## src/hdl/nfc_frame_to_key_events_macros.svh

```systemverilog
// Assertion macros shared by the frame-to-key-event block.
`ifndef NFC_FRAME_TO_KEY_EVENTS_MACROS_SVH
`define NFC_FRAME_TO_KEY_EVENTS_MACROS_SVH

// Same-cycle implication, sampled on the block clock, off during reset.
`define NFC_ASSERT_IMPLY(lbl, ante, cons, msg) \
   lbl: assert property (@(posedge clock) disable iff (reset) (ante) |-> (cons)) \
      else $error(msg);

// Next-cycle implication, sampled on the block clock, off during reset.
`define NFC_ASSERT_NEXT(lbl, ante, cons, msg) \
   lbl: assert property (@(posedge clock) disable iff (reset) (ante) |=> (cons)) \
      else $error(msg);

`endif

```

## src/hdl/nfc_f2k_pkg.sv

```systemverilog
// Types and constants shared by the frame-to-key-event block.
`default_nettype none
package nfc_f2k_pkg;

   // Frame layout.
   localparam logic [7:0]  MAGIC_BYTE      = 8'hBC;
   localparam logic [7:0]  CARD_FRAME      = 8'hD5;
   localparam logic [7:0]  SUB_PRESENT     = 8'h00;
   localparam logic [7:0]  SUB_REMOVED     = 8'h01;
   localparam logic [7:0]  CRC_TYPE_MIN    = 8'h80;
   localparam logic [15:0] MIN_PRESENT_LEN = 16'd9;
   localparam int          POS_W           = 17;
   localparam logic [16:0] POS_TYPE        = 17'd3;
   localparam logic [16:0] POS_LEN_HI      = 17'd4;
   localparam logic [16:0] POS_LEN_LO      = 17'd5;
   localparam logic [16:0] HEADER_BYTES    = 17'd7;
   localparam logic [16:0] UID_FIRST       = 17'd9;
   localparam logic [16:0] UID_LAST        = 17'd15;
   localparam logic [16:0] CRC_TAIL        = 17'd4;

   // Widths of the configuration port and the table entries.
   localparam int CSR_INDEX_W = 3;
   localparam int CSR_DATA_W  = 64;
   localparam int UID_W       = 56;

   // Depths of the two queues.
   localparam int DESC_DEPTH = 2;
   localparam int EVT_DEPTH  = 2;

   // A finished card frame that needs action.
   typedef struct packed {
      logic             removed;
      logic [UID_W-1:0] uid;
   } desc_type;

   // One key event.
   typedef struct packed {
      logic [7:0] key_code;
      logic       key_pressed;
      logic       last_of_run;
   } evt_type;

endpackage
`default_nettype wire

```

## src/hdl/nfc_f2k_fifo.sv

```systemverilog
// Small synchronous queue built from registers.
`default_nettype none
module nfc_f2k_fifo #(
   parameter int WIDTH = 8,
   parameter int DEPTH = 2
) (
   input  wire logic             clock,
   input  wire logic             reset,
   input  wire logic             push,
   input  wire logic [WIDTH-1:0] wdata,
   output logic                  full,
   input  wire logic             pop,
   output logic [WIDTH-1:0]      rdata,
   output logic                  empty
);

   localparam int AW = (DEPTH > 1) ? $clog2(DEPTH) : 1;

   logic [WIDTH-1:0] mem_ff [DEPTH];
   logic [AW-1:0]    wr_ptr_ff, wr_ptr_in;
   logic [AW-1:0]    rd_ptr_ff, rd_ptr_in;
   logic [AW:0]      count_ff, count_in;
   logic             do_push, do_pop;

   assign full    = (count_ff == (AW+1)'(DEPTH));
   assign empty   = (count_ff == '0);
   assign do_push = push && !full;
   assign do_pop  = pop && !empty;
   assign rdata   = mem_ff[rd_ptr_ff];

   // Pointer and fill-count update, wrapping at the depth.
   always_comb begin
      wr_ptr_in = wr_ptr_ff;
      rd_ptr_in = rd_ptr_ff;
      count_in  = count_ff;
      if (do_push) begin
         wr_ptr_in = (wr_ptr_ff == AW'(DEPTH-1)) ? '0 : wr_ptr_ff + 1'b1;
      end
      if (do_pop) begin
         rd_ptr_in = (rd_ptr_ff == AW'(DEPTH-1)) ? '0 : rd_ptr_ff + 1'b1;
      end
      if (do_push && !do_pop) begin
         count_in = count_ff + 1'b1;
      end else if (do_pop && !do_push) begin
         count_in = count_ff - 1'b1;
      end
   end

   always_ff @(posedge clock) begin
      if (reset) begin
         wr_ptr_ff <= '0;
         rd_ptr_ff <= '0;
         count_ff  <= '0;
      end else begin
         wr_ptr_ff <= wr_ptr_in;
         rd_ptr_ff <= rd_ptr_in;
         count_ff  <= count_in;
      end
   end

   // Storage needs no reset; the count guards it.
   always_ff @(posedge clock) begin
      if (do_push) begin
         mem_ff[wr_ptr_ff] <= wdata;
      end
   end

endmodule
`default_nettype wire

```

## src/hdl/nfc_f2k_front.sv

```systemverilog
// Front end: tracks frame position, collects header fields and classifies frames.
`default_nettype none
module nfc_f2k_front
   import nfc_f2k_pkg::*;
(
   input  wire logic       clock,
   input  wire logic       reset,
   input  wire logic       accept,
   input  wire logic [7:0] rx_byte,
   output logic            desc_push,
   output desc_type        desc_data
);

   logic [POS_W-1:0] pos_ff, pos_in;
   logic [7:0]       type_ff, type_in;
   logic [15:0]      len_ff, len_in;
   logic [7:0]       sub_ff, sub_in;
   logic [UID_W-1:0] uid_ff, uid_in;
   logic [POS_W-1:0] pos_inc;
   logic [POS_W-1:0] frame_len;
   logic             frame_done;
   logic             card_action;

   assign pos_inc   = pos_ff + 1'b1;
   assign frame_len = HEADER_BYTES + {1'b0, len_ff}
                      + ((type_ff >= CRC_TYPE_MIN) ? CRC_TAIL : '0);

   // Field capture and position tracking for each accepted byte.
   always_comb begin
      pos_in     = pos_ff;
      type_in    = type_ff;
      len_in     = len_ff;
      sub_in     = sub_ff;
      uid_in     = uid_ff;
      frame_done = 1'b0;
      if (accept) begin
         if (pos_ff == '0) begin
            // Hunting: only the magic byte starts a frame.
            if (rx_byte == MAGIC_BYTE) begin
               sub_in = '0;
               uid_in = '0;
               pos_in = POS_W'(1);
            end
         end else begin
            if (pos_ff == POS_TYPE) begin
               type_in = rx_byte;
            end else if (pos_ff == POS_LEN_HI) begin
               len_in = {rx_byte, len_ff[7:0]};
            end else if (pos_ff == POS_LEN_LO) begin
               len_in = {len_ff[15:8], rx_byte};
            end else if (pos_ff == HEADER_BYTES) begin
               sub_in = rx_byte;
            end else if (pos_ff inside {[UID_FIRST:UID_LAST]}) begin
               uid_in = {uid_ff[UID_W-9:0], rx_byte};
            end
            frame_done = (pos_inc >= HEADER_BYTES) && (pos_inc >= frame_len);
            pos_in     = frame_done ? '0 : pos_inc;
         end
      end
   end

   // Only card frames that remove a card or present a full UID need the back end.
   assign card_action = (type_ff == CARD_FRAME)
                        && ((sub_in == SUB_REMOVED)
                            || ((sub_in == SUB_PRESENT) && (len_ff >= MIN_PRESENT_LEN)));
   assign desc_push         = frame_done && card_action;
   assign desc_data.removed = (sub_in == SUB_REMOVED);
   assign desc_data.uid     = uid_in;

   always_ff @(posedge clock) begin
      if (reset) begin
         pos_ff  <= '0;
         type_ff <= '0;
         len_ff  <= '0;
         sub_ff  <= '0;
         uid_ff  <= '0;
      end else begin
         pos_ff  <= pos_in;
         type_ff <= type_in;
         len_ff  <= len_in;
         sub_ff  <= sub_in;
         uid_ff  <= uid_in;
      end
   end

endmodule
`default_nettype wire

```

## src/hdl/nfc_f2k_back.sv

```systemverilog
// Back end: tag table, UID lookup, held key and key event generation.
`default_nettype none
module nfc_f2k_back
   import nfc_f2k_pkg::*;
#(
   parameter int NUM_TAGS = 8
) (
   input  wire logic                   clock,
   input  wire logic                   reset,
   input  wire logic                   csr_we,
   input  wire logic [CSR_INDEX_W-1:0] csr_index,
   input  wire logic [CSR_DATA_W-1:0]  csr_wdata,
   input  wire logic                   desc_empty,
   input  desc_type                    desc_data,
   output logic                        desc_pop,
   input  wire logic                   evt_full,
   output logic                        evt_push,
   output evt_type                     evt_data
);

   logic [CSR_DATA_W-1:0] tag_ff [NUM_TAGS];
   logic [7:0]            held_ff, held_in;
   logic                  pend_valid_ff, pend_valid_in;
   evt_type               pend_ff, pend_in;
   logic                  hit;
   logic [7:0]            hit_key;
   logic                  rel_v, press_v;
   logic                  take;

   // Table writes; indexes past the table are dropped.
   always_ff @(posedge clock) begin
      if (reset) begin
         for (int i = 0; i < NUM_TAGS; i++) begin
            tag_ff[i] <= '0;
         end
      end else if (csr_we && (int'(csr_index) < NUM_TAGS)) begin
         tag_ff[csr_index] <= csr_wdata;
      end
   end

   // First-match search; lower entries win.
   always_comb begin
      hit     = 1'b0;
      hit_key = '0;
      for (int i = NUM_TAGS - 1; i >= 0; i--) begin
         if (tag_ff[i][CSR_DATA_W-1:8] == desc_data.uid) begin
            hit     = 1'b1;
            hit_key = tag_ff[i][7:0];
         end
      end
   end

   assign take = !desc_empty && !pend_valid_ff && !evt_full;
   assign desc_pop = take;

   // Decide the release and press for the frame at the head of the queue.
   always_comb begin
      rel_v   = 1'b0;
      press_v = 1'b0;
      held_in = held_ff;
      if (take) begin
         if (desc_data.removed) begin
            rel_v   = (held_ff != '0);
            held_in = '0;
         end else if (hit) begin
            rel_v   = (held_ff != '0) && (held_ff != hit_key);
            press_v = (hit_key != '0);
            held_in = hit_key;
         end
      end
   end

   // The first event goes out now; a press after a release waits in the pending register.
   always_comb begin
      evt_push      = 1'b0;
      evt_data      = pend_ff;
      pend_valid_in = pend_valid_ff;
      pend_in       = pend_ff;
      if (pend_valid_ff) begin
         if (!evt_full) begin
            evt_push      = 1'b1;
            pend_valid_in = 1'b0;
         end
      end else if (rel_v) begin
         evt_push             = 1'b1;
         evt_data.key_code    = held_ff;
         evt_data.key_pressed = 1'b0;
         evt_data.last_of_run = !press_v;
         pend_valid_in        = press_v;
         pend_in.key_code     = hit_key;
         pend_in.key_pressed  = 1'b1;
         pend_in.last_of_run  = 1'b1;
      end else if (press_v) begin
         evt_push             = 1'b1;
         evt_data.key_code    = hit_key;
         evt_data.key_pressed = 1'b1;
         evt_data.last_of_run = 1'b1;
      end
   end

   always_ff @(posedge clock) begin
      if (reset) begin
         held_ff       <= '0;
         pend_valid_ff <= 1'b0;
      end else begin
         held_ff       <= held_in;
         pend_valid_ff <= pend_valid_in;
      end
   end

   always_ff @(posedge clock) begin
      pend_ff <= pend_in;
   end

endmodule
`default_nettype wire

```

## src/hdl/nfc_frame_to_key_events.sv

```systemverilog
// Usage: bytes from an NFC reader's serial link come in on the request queue
// (push/full, req_rx_byte) and key events leave on the response queue
// (empty/pop, rsp_key_code, rsp_key_pressed, rsp_last_of_run).
// The tag table is loaded through csr_we/csr_index/csr_wdata while idle; a
// write takes effect at once and indexes past the table are dropped.
// Throughput: one byte per cycle while the frame queue has room. Only a byte
// that ends an actionable card frame puts a frame into the two-entry frame
// queue. The back end takes a frame only when no press is pending and the
// response queue has room, and writes one event per cycle into the two-entry
// response queue while it has room; a frame with a release and a press holds
// the back end until the press has left the pending register. The first event
// of a frame is registered in the frame queue and then in the response queue.
// When the receiver stops popping, the response queue fills, the back end
// holds its frame, the frame queue fills and full rises; no item is lost.
// Reset clears the frame position (hunting for magic), the held key, both
// queues and the tag table.
`default_nettype none
`include "nfc_frame_to_key_events_macros.svh"
module nfc_frame_to_key_events
   import nfc_f2k_pkg::*;
#(
   parameter int NUM_TAGS = 8
) (
   input  wire logic                   clock,
   input  wire logic                   reset,
   input  wire logic                   push,
   output logic                        full,
   input  wire logic [7:0]             req_rx_byte,
   output logic                        empty,
   input  wire logic                   pop,
   output logic [7:0]                  rsp_key_code,
   output logic                        rsp_key_pressed,
   output logic                        rsp_last_of_run,
   input  wire logic                   csr_we,
   input  wire logic [CSR_INDEX_W-1:0] csr_index,
   input  wire logic [CSR_DATA_W-1:0]  csr_wdata
);

   logic     accept;
   logic     desc_push, desc_pop, desc_full, desc_empty;
   desc_type desc_wdata, desc_rdata;
   logic     evt_push, evt_full;
   evt_type  evt_wdata, evt_rdata;

   // A byte is taken whenever the frame queue has room.
   assign full   = desc_full;
   assign accept = push && !desc_full;

   nfc_f2k_front u_front (
      .clock     (clock),
      .reset     (reset),
      .accept    (accept),
      .rx_byte   (req_rx_byte),
      .desc_push (desc_push),
      .desc_data (desc_wdata)
   );

   nfc_f2k_fifo #(
      .WIDTH ($bits(desc_type)),
      .DEPTH (DESC_DEPTH)
   ) u_desc_q (
      .clock (clock),
      .reset (reset),
      .push  (desc_push),
      .wdata (desc_wdata),
      .full  (desc_full),
      .pop   (desc_pop),
      .rdata (desc_rdata),
      .empty (desc_empty)
   );

   nfc_f2k_back #(
      .NUM_TAGS (NUM_TAGS)
   ) u_back (
      .clock      (clock),
      .reset      (reset),
      .csr_we     (csr_we),
      .csr_index  (csr_index),
      .csr_wdata  (csr_wdata),
      .desc_empty (desc_empty),
      .desc_data  (desc_rdata),
      .desc_pop   (desc_pop),
      .evt_full   (evt_full),
      .evt_push   (evt_push),
      .evt_data   (evt_wdata)
   );

   nfc_f2k_fifo #(
      .WIDTH ($bits(evt_type)),
      .DEPTH (EVT_DEPTH)
   ) u_evt_q (
      .clock (clock),
      .reset (reset),
      .push  (evt_push),
      .wdata (evt_wdata),
      .full  (evt_full),
      .pop   (pop),
      .rdata (evt_rdata),
      .empty (empty)
   );

   assign rsp_key_code    = evt_rdata.key_code;
   assign rsp_key_pressed = evt_rdata.key_pressed;
   assign rsp_last_of_run = evt_rdata.last_of_run;

   // Checks on the internal queues and event content.
   `NFC_ASSERT_IMPLY(a_desc_no_overflow, desc_push, !desc_full, "frame queue overflow")
   `NFC_ASSERT_IMPLY(a_evt_no_overflow, evt_push, !evt_full, "event queue overflow")
   `NFC_ASSERT_IMPLY(a_evt_key_nonzero, evt_push, evt_wdata.key_code != 8'd0, "event for key zero")
   `NFC_ASSERT_IMPLY(a_first_is_release, evt_push && !evt_wdata.last_of_run, !evt_wdata.key_pressed, "first of two events is not a release")

endmodule
`default_nettype wire

```

## config.mk

```make
export PLATFORM = sky130hd
export DESIGN_NAME = nfc_frame_to_key_events
export DESIGN_NICKNAME = d
export VERILOG_FILES = /design/src/hdl/nfc_f2k_pkg.sv /design/src/hdl/nfc_f2k_fifo.sv /design/src/hdl/nfc_f2k_front.sv /design/src/hdl/nfc_f2k_back.sv /design/src/hdl/nfc_frame_to_key_events.sv
export VERILOG_INCLUDE_DIRS = /design/src /design/src/hdl
export SDC_FILE = /design/constraint.sdc
export NUM_CORES = 1
export LEC_CHECK = 0
export BUFFER_PORTS_ARGS = -buffer_cell sky130_fd_sc_hd__buf_2
export CORE_UTILIZATION = 30
export CTS_BUF_LIST = sky130_fd_sc_hd__clkbuf_8
export CTS_CLUSTER_DIAMETER = 30
export DETAILED_ROUTE_END_ITERATION = 10
export GPL_TIMING_DRIVEN = 0
export HOLD_SLACK_MARGIN = 0.02
export SLEW_MARGIN = 20
export SYNTH_ARGS = -nofsm -noshare
export SYNTH_HDL_FRONTEND = slang
export SYNTH_SLANG_ARGS = --single-unit
```

## constraint.sdc

```tcl
create_clock -name clock -period 8.14 [get_ports clock]
set_clock_uncertainty 0.1 [all_clocks]
set_input_delay 0.814 -clock clock [delete_from_list [all_inputs] [get_ports clock]]
set_output_delay 0.814 -clock clock [all_outputs]
set_load 0.02 [all_outputs]
```

==> flow_metrics.tcl <==
set metrics [dict create \
    htree_levels 4 \
    cap_violations 0 \
    crit_fanout 10 \
    min_period_over_period_pct 94.04 \
    final_util_pct 35.84 \
    max-vdd-ir-drop_uv 102.7 \
    timing.rr.end "u_evt_q.count_ff[1]" \
    p_leak_nw 15.48 \
    postSynth.asyncResetShare_pct 0 \
    cts.reportedPaths.clkPinSlew_ns 0.06 \
    initial_utilization_pct 30.27 \
    synthFlopType "edfxtp_1" \
    clk_latency_ns 0.87 \
    p_per_area_nw_per_um2 220.8 \
    vias 24250 \
    p_comb_share_pct 7.5 \
    cts_tree "built" \
    reg2regPathDepth 20 \
    syn_area_per_cell_um2 13.17 \
    switchingPower_mw 2.477 \
    synthAdderAreaFrac_pct 1.003 \
    rows 128 \
    p_clk_share_pct 45.3 \
    post_cts_resized 0 \
    max_clock_freq_mhz 130.6 \
    cts_hold_buffers 0 \
    drc 0 \
    outcome "finished, final reports clean" \
    hold_slack_ns 0.2080 \
    cts_made_buffers 165 \
    dp_hpwl_um 88800 \
    ys_types 75 \
    firstDrtPassIters 5 \
    drt_wl_total_um 123400 \
    io_pins 92 \
    post-cts-setup-buffers 0 \
    rrSetupSlack_ns 0.49 \
    cp-start-kind "flip-flop" \
    synth_cells 2806 \
    die_area_um2 124500 \
    finalNetCount 3200 \
    synth-simple-area-share_pct 16.76 \
    ys_seq_area_share_pct 59.88 \
    synth_seq_cells 778 \
    overflow 0 \
    cts_buffer_depth 3 \
    antenna_left 0 \
    endpoint "u_evt_q.count_ff[1]" \
    ctsRootBufferMaster "clkbuf_8" \
    internal-power_mw 7.178 \
    gp_congestion 0.8861 \
    syn_to_final_growth_pct 18.39 \
    tightest_slew_ns 1.143 \
    hold_class "input port to flip-flop" \
    synth_xor_area_share_pct 11.40 \
    die_w_um 352.9 \
    syn-num-nets 2915 \
    drive_gt1_share_pct 15.12 \
    slew_headroom_pct 23.16 \
    swShare_pct 25.66 \
    synth-compound-area-share_pct 4.576 \
    synth_top_family_by_area "simple AND/OR/NAND/NOR gates" \
    grt_max_degree 35 \
    antenna_found_initial 23 \
    critPathKind "flip-flop to flip-flop" \
    clock_sinks 778 \
    gr-usage-all-layers_pct 19.65 \
    place_ws_ns 0.6010 \
    finalSetupViolCount 0 \
    synthesis.area_um2 36940 \
    slew_viol_final 0 \
    synth_edf_count 654 \
    hold_violations 0 \
    rsz0062_at_grt "no" \
    synth_mux_area_share_pct 4.721 \
    crit_path_end_kind "flip-flop" \
    die_y_um 352.9 \
    critical_path_required_ns 8.82 \
    grt_pass1_vias 23820 \
    yosys_warnings 0 \
    grt_pass1_wl_um 174100 \
    pwr-share-seq_pct 47.2 \
    fin_crit_ns 7.655 \
    cp_data_arrival_time_ns 8.34 \
    drt_iter0_drc 2937 \
    wl_per_cell_um 25.31 \
    io_buffer_count 90 \
    vias_per_cell 4.975 \
    post-route-worst-setup-slack_ns 0.4855 \
    core_um2 122000 \
]
[sequential cells by signal (all words and copies together), names as in the netlist, named ones only]
| name | cells |
|---|---|
| u_front.len_ff | 16 |
| u_evt_q.mem_ff | 20 |
| u_back.held_ff | 8 |
| u_desc_q.mem_ff | 114 |
| u_back.tag_ff | 512 |
| u_evt_q.count_ff | 2 |
| u_front.sub_ff | 8 |
| u_back.pend_ff | 8 |
| u_evt_q.rd_ptr_ff | 1 |
| u_back.pend_valid_ff | 1 |
| u_desc_q.rd_ptr_ff | 1 |
| u_desc_q.count_ff | 2 |
| u_front.pos_ff | 17 |
| u_evt_q.wr_ptr_ff | 1 |
| u_front.type_ff | 8 |
| u_front.uid_ff | 56 |
| u_desc_q.wr_ptr_ff | 1 |
[worst max-delay path: stages (launching register included)]
cell and delay [ns]:
dfxtp_1 0.30, clkbuf_1 0.17, buf_6 0.29, buf_6 0.32
mux2i_4 0.52, xnor2_1 0.21, nor4_1 0.98, nand4_1 0.51
nor4_4 0.74, buf_2 0.39, buf_2 0.32, a22oi_1 0.16
o31ai_2 0.58, xnor2_1 0.19, nand3b_1 0.10, o41a_4 0.53
inv_4 0.12, a31oi_1 0.12, ha_1 0.35, or3_1 0.38
a21oi_1 0.14
[final cells by class]
cell class / instances / area (µm²)
fillers: 11930 / 78300
flip-flops and latches: 778 / 22120
multi-input cells: 1881 / 14350
clock buffers: 168 / 2312
well taps: 1625 / 2033
clock inverters: 142 / 1160
repair buffers: 118 / 1116
plain buffers: 106 / 456.7
inverters: 41 / 156.4
diodes: 14 / 35.03
[synthesized netlist by cell type, types with 49 or more instances]
cell type	count	share of area, %
mux2i_4	56	3.4
xnor2_1	240	5.7
xor2_1	241	5.7
nor2_1	108	1.1
a22o_1	59	1.4
edfxtp_1	654	53
nand2_1	49	0.50
and2_1	585	9.9
nor4_1	81	1.4
dfxtp_1	124	6.7
clkbuf_1	90	0.91
nand4_1	79	1.3
[per-stage QoR]
step | instance area (µm²) | power [mW] | std cells | setup TNS, ns
after global routing | 43710 | 9.941 | 4864 | 0
after detailed placement | 40190 | 5.349 | 4548 | 0
after CTS | 43670 | 9.696 | 4858 | 0
after global placement | 39430 | 5.331 | 4521 | -939.08
final | 43740 | 9.655 | 4873 | 0
after floorplan | 36940 | 5.056 | 2806 | 0
[metal layers]
metal / share of wire (%) / GRT usage, % / vias up / wire length, µm
met5: 0.062 / 0 / - / 77
met4: 3.6 / 8.330 / 12 / 4460
met3: 9.3 / 4.884 / 224 / 11450
met2: 46 / 31.08 / 1206 / 56920
met1: 41 / 25.53 / 12080 / 50450
li1: - / - / 10720 / -
[power by group through the flow]
stage               Sequential [mW]  Combinational (mW)  Clock, mW
floorplan                      4.64               0.415          0
global placement               4.67               0.664          0
detailed placement             4.64               0.711          0
CTS                            4.56               0.714       4.42
global route                   4.57               0.753       4.61
finish                         4.56               0.719       4.38
[kinds of logic after synthesis]
| logic type | after synthesis |
|---|---|
| flops | 778 |
| buf+inv | 147 |
| simple gates | 1045 |
| fa+ha+maj | 29 |
| xor+xnor | 481 |
| mux | 102 |
| compound gates | 224 |
[how the worst min path moves through the flow]
stage / cells past startpoint / endpoint / slack, ns / from
global route: 2 / u_back.tag_ff[5][2] / 0.18 / csr_wdata[2]
floorplan: 2 / u_back.pend_valid_ff / 0.35 / u_back.pend_valid_ff
detailed placement: 2 / u_back.pend_valid_ff / 0.37 / u_back.pend_valid_ff
CTS: 2 / u_back.tag_ff[6][2] / 0.14 / csr_wdata[2]
global placement: 2 / u_back.pend_valid_ff / 0.36 / u_back.pend_valid_ff
finish: 2 / u_back.tag_ff[6][2] / 0.21 / csr_wdata[2]
[cells in the final DEF, fill, tap and decap left out, types with 27 or more instances in the layout]
cell / instances
edfxtp_1: 654
and2_1: 585
xor2_1: 241
xnor2_1: 240
clkbuf_8: 168
dfxtp_1: 124
nor2_1: 106
buf_2: 94
clkbuf_1: 90
nand4_1: 79
nor4_1: 76
inv_1: 75
a22o_1: 59
mux2i_4: 56
nand2_1: 49
a21oi_1: 40
nand3_1: 37
mux2i_1: 28
ha_1: 28
clkinv_1: 27
Power figures use the tool's default switching activity.
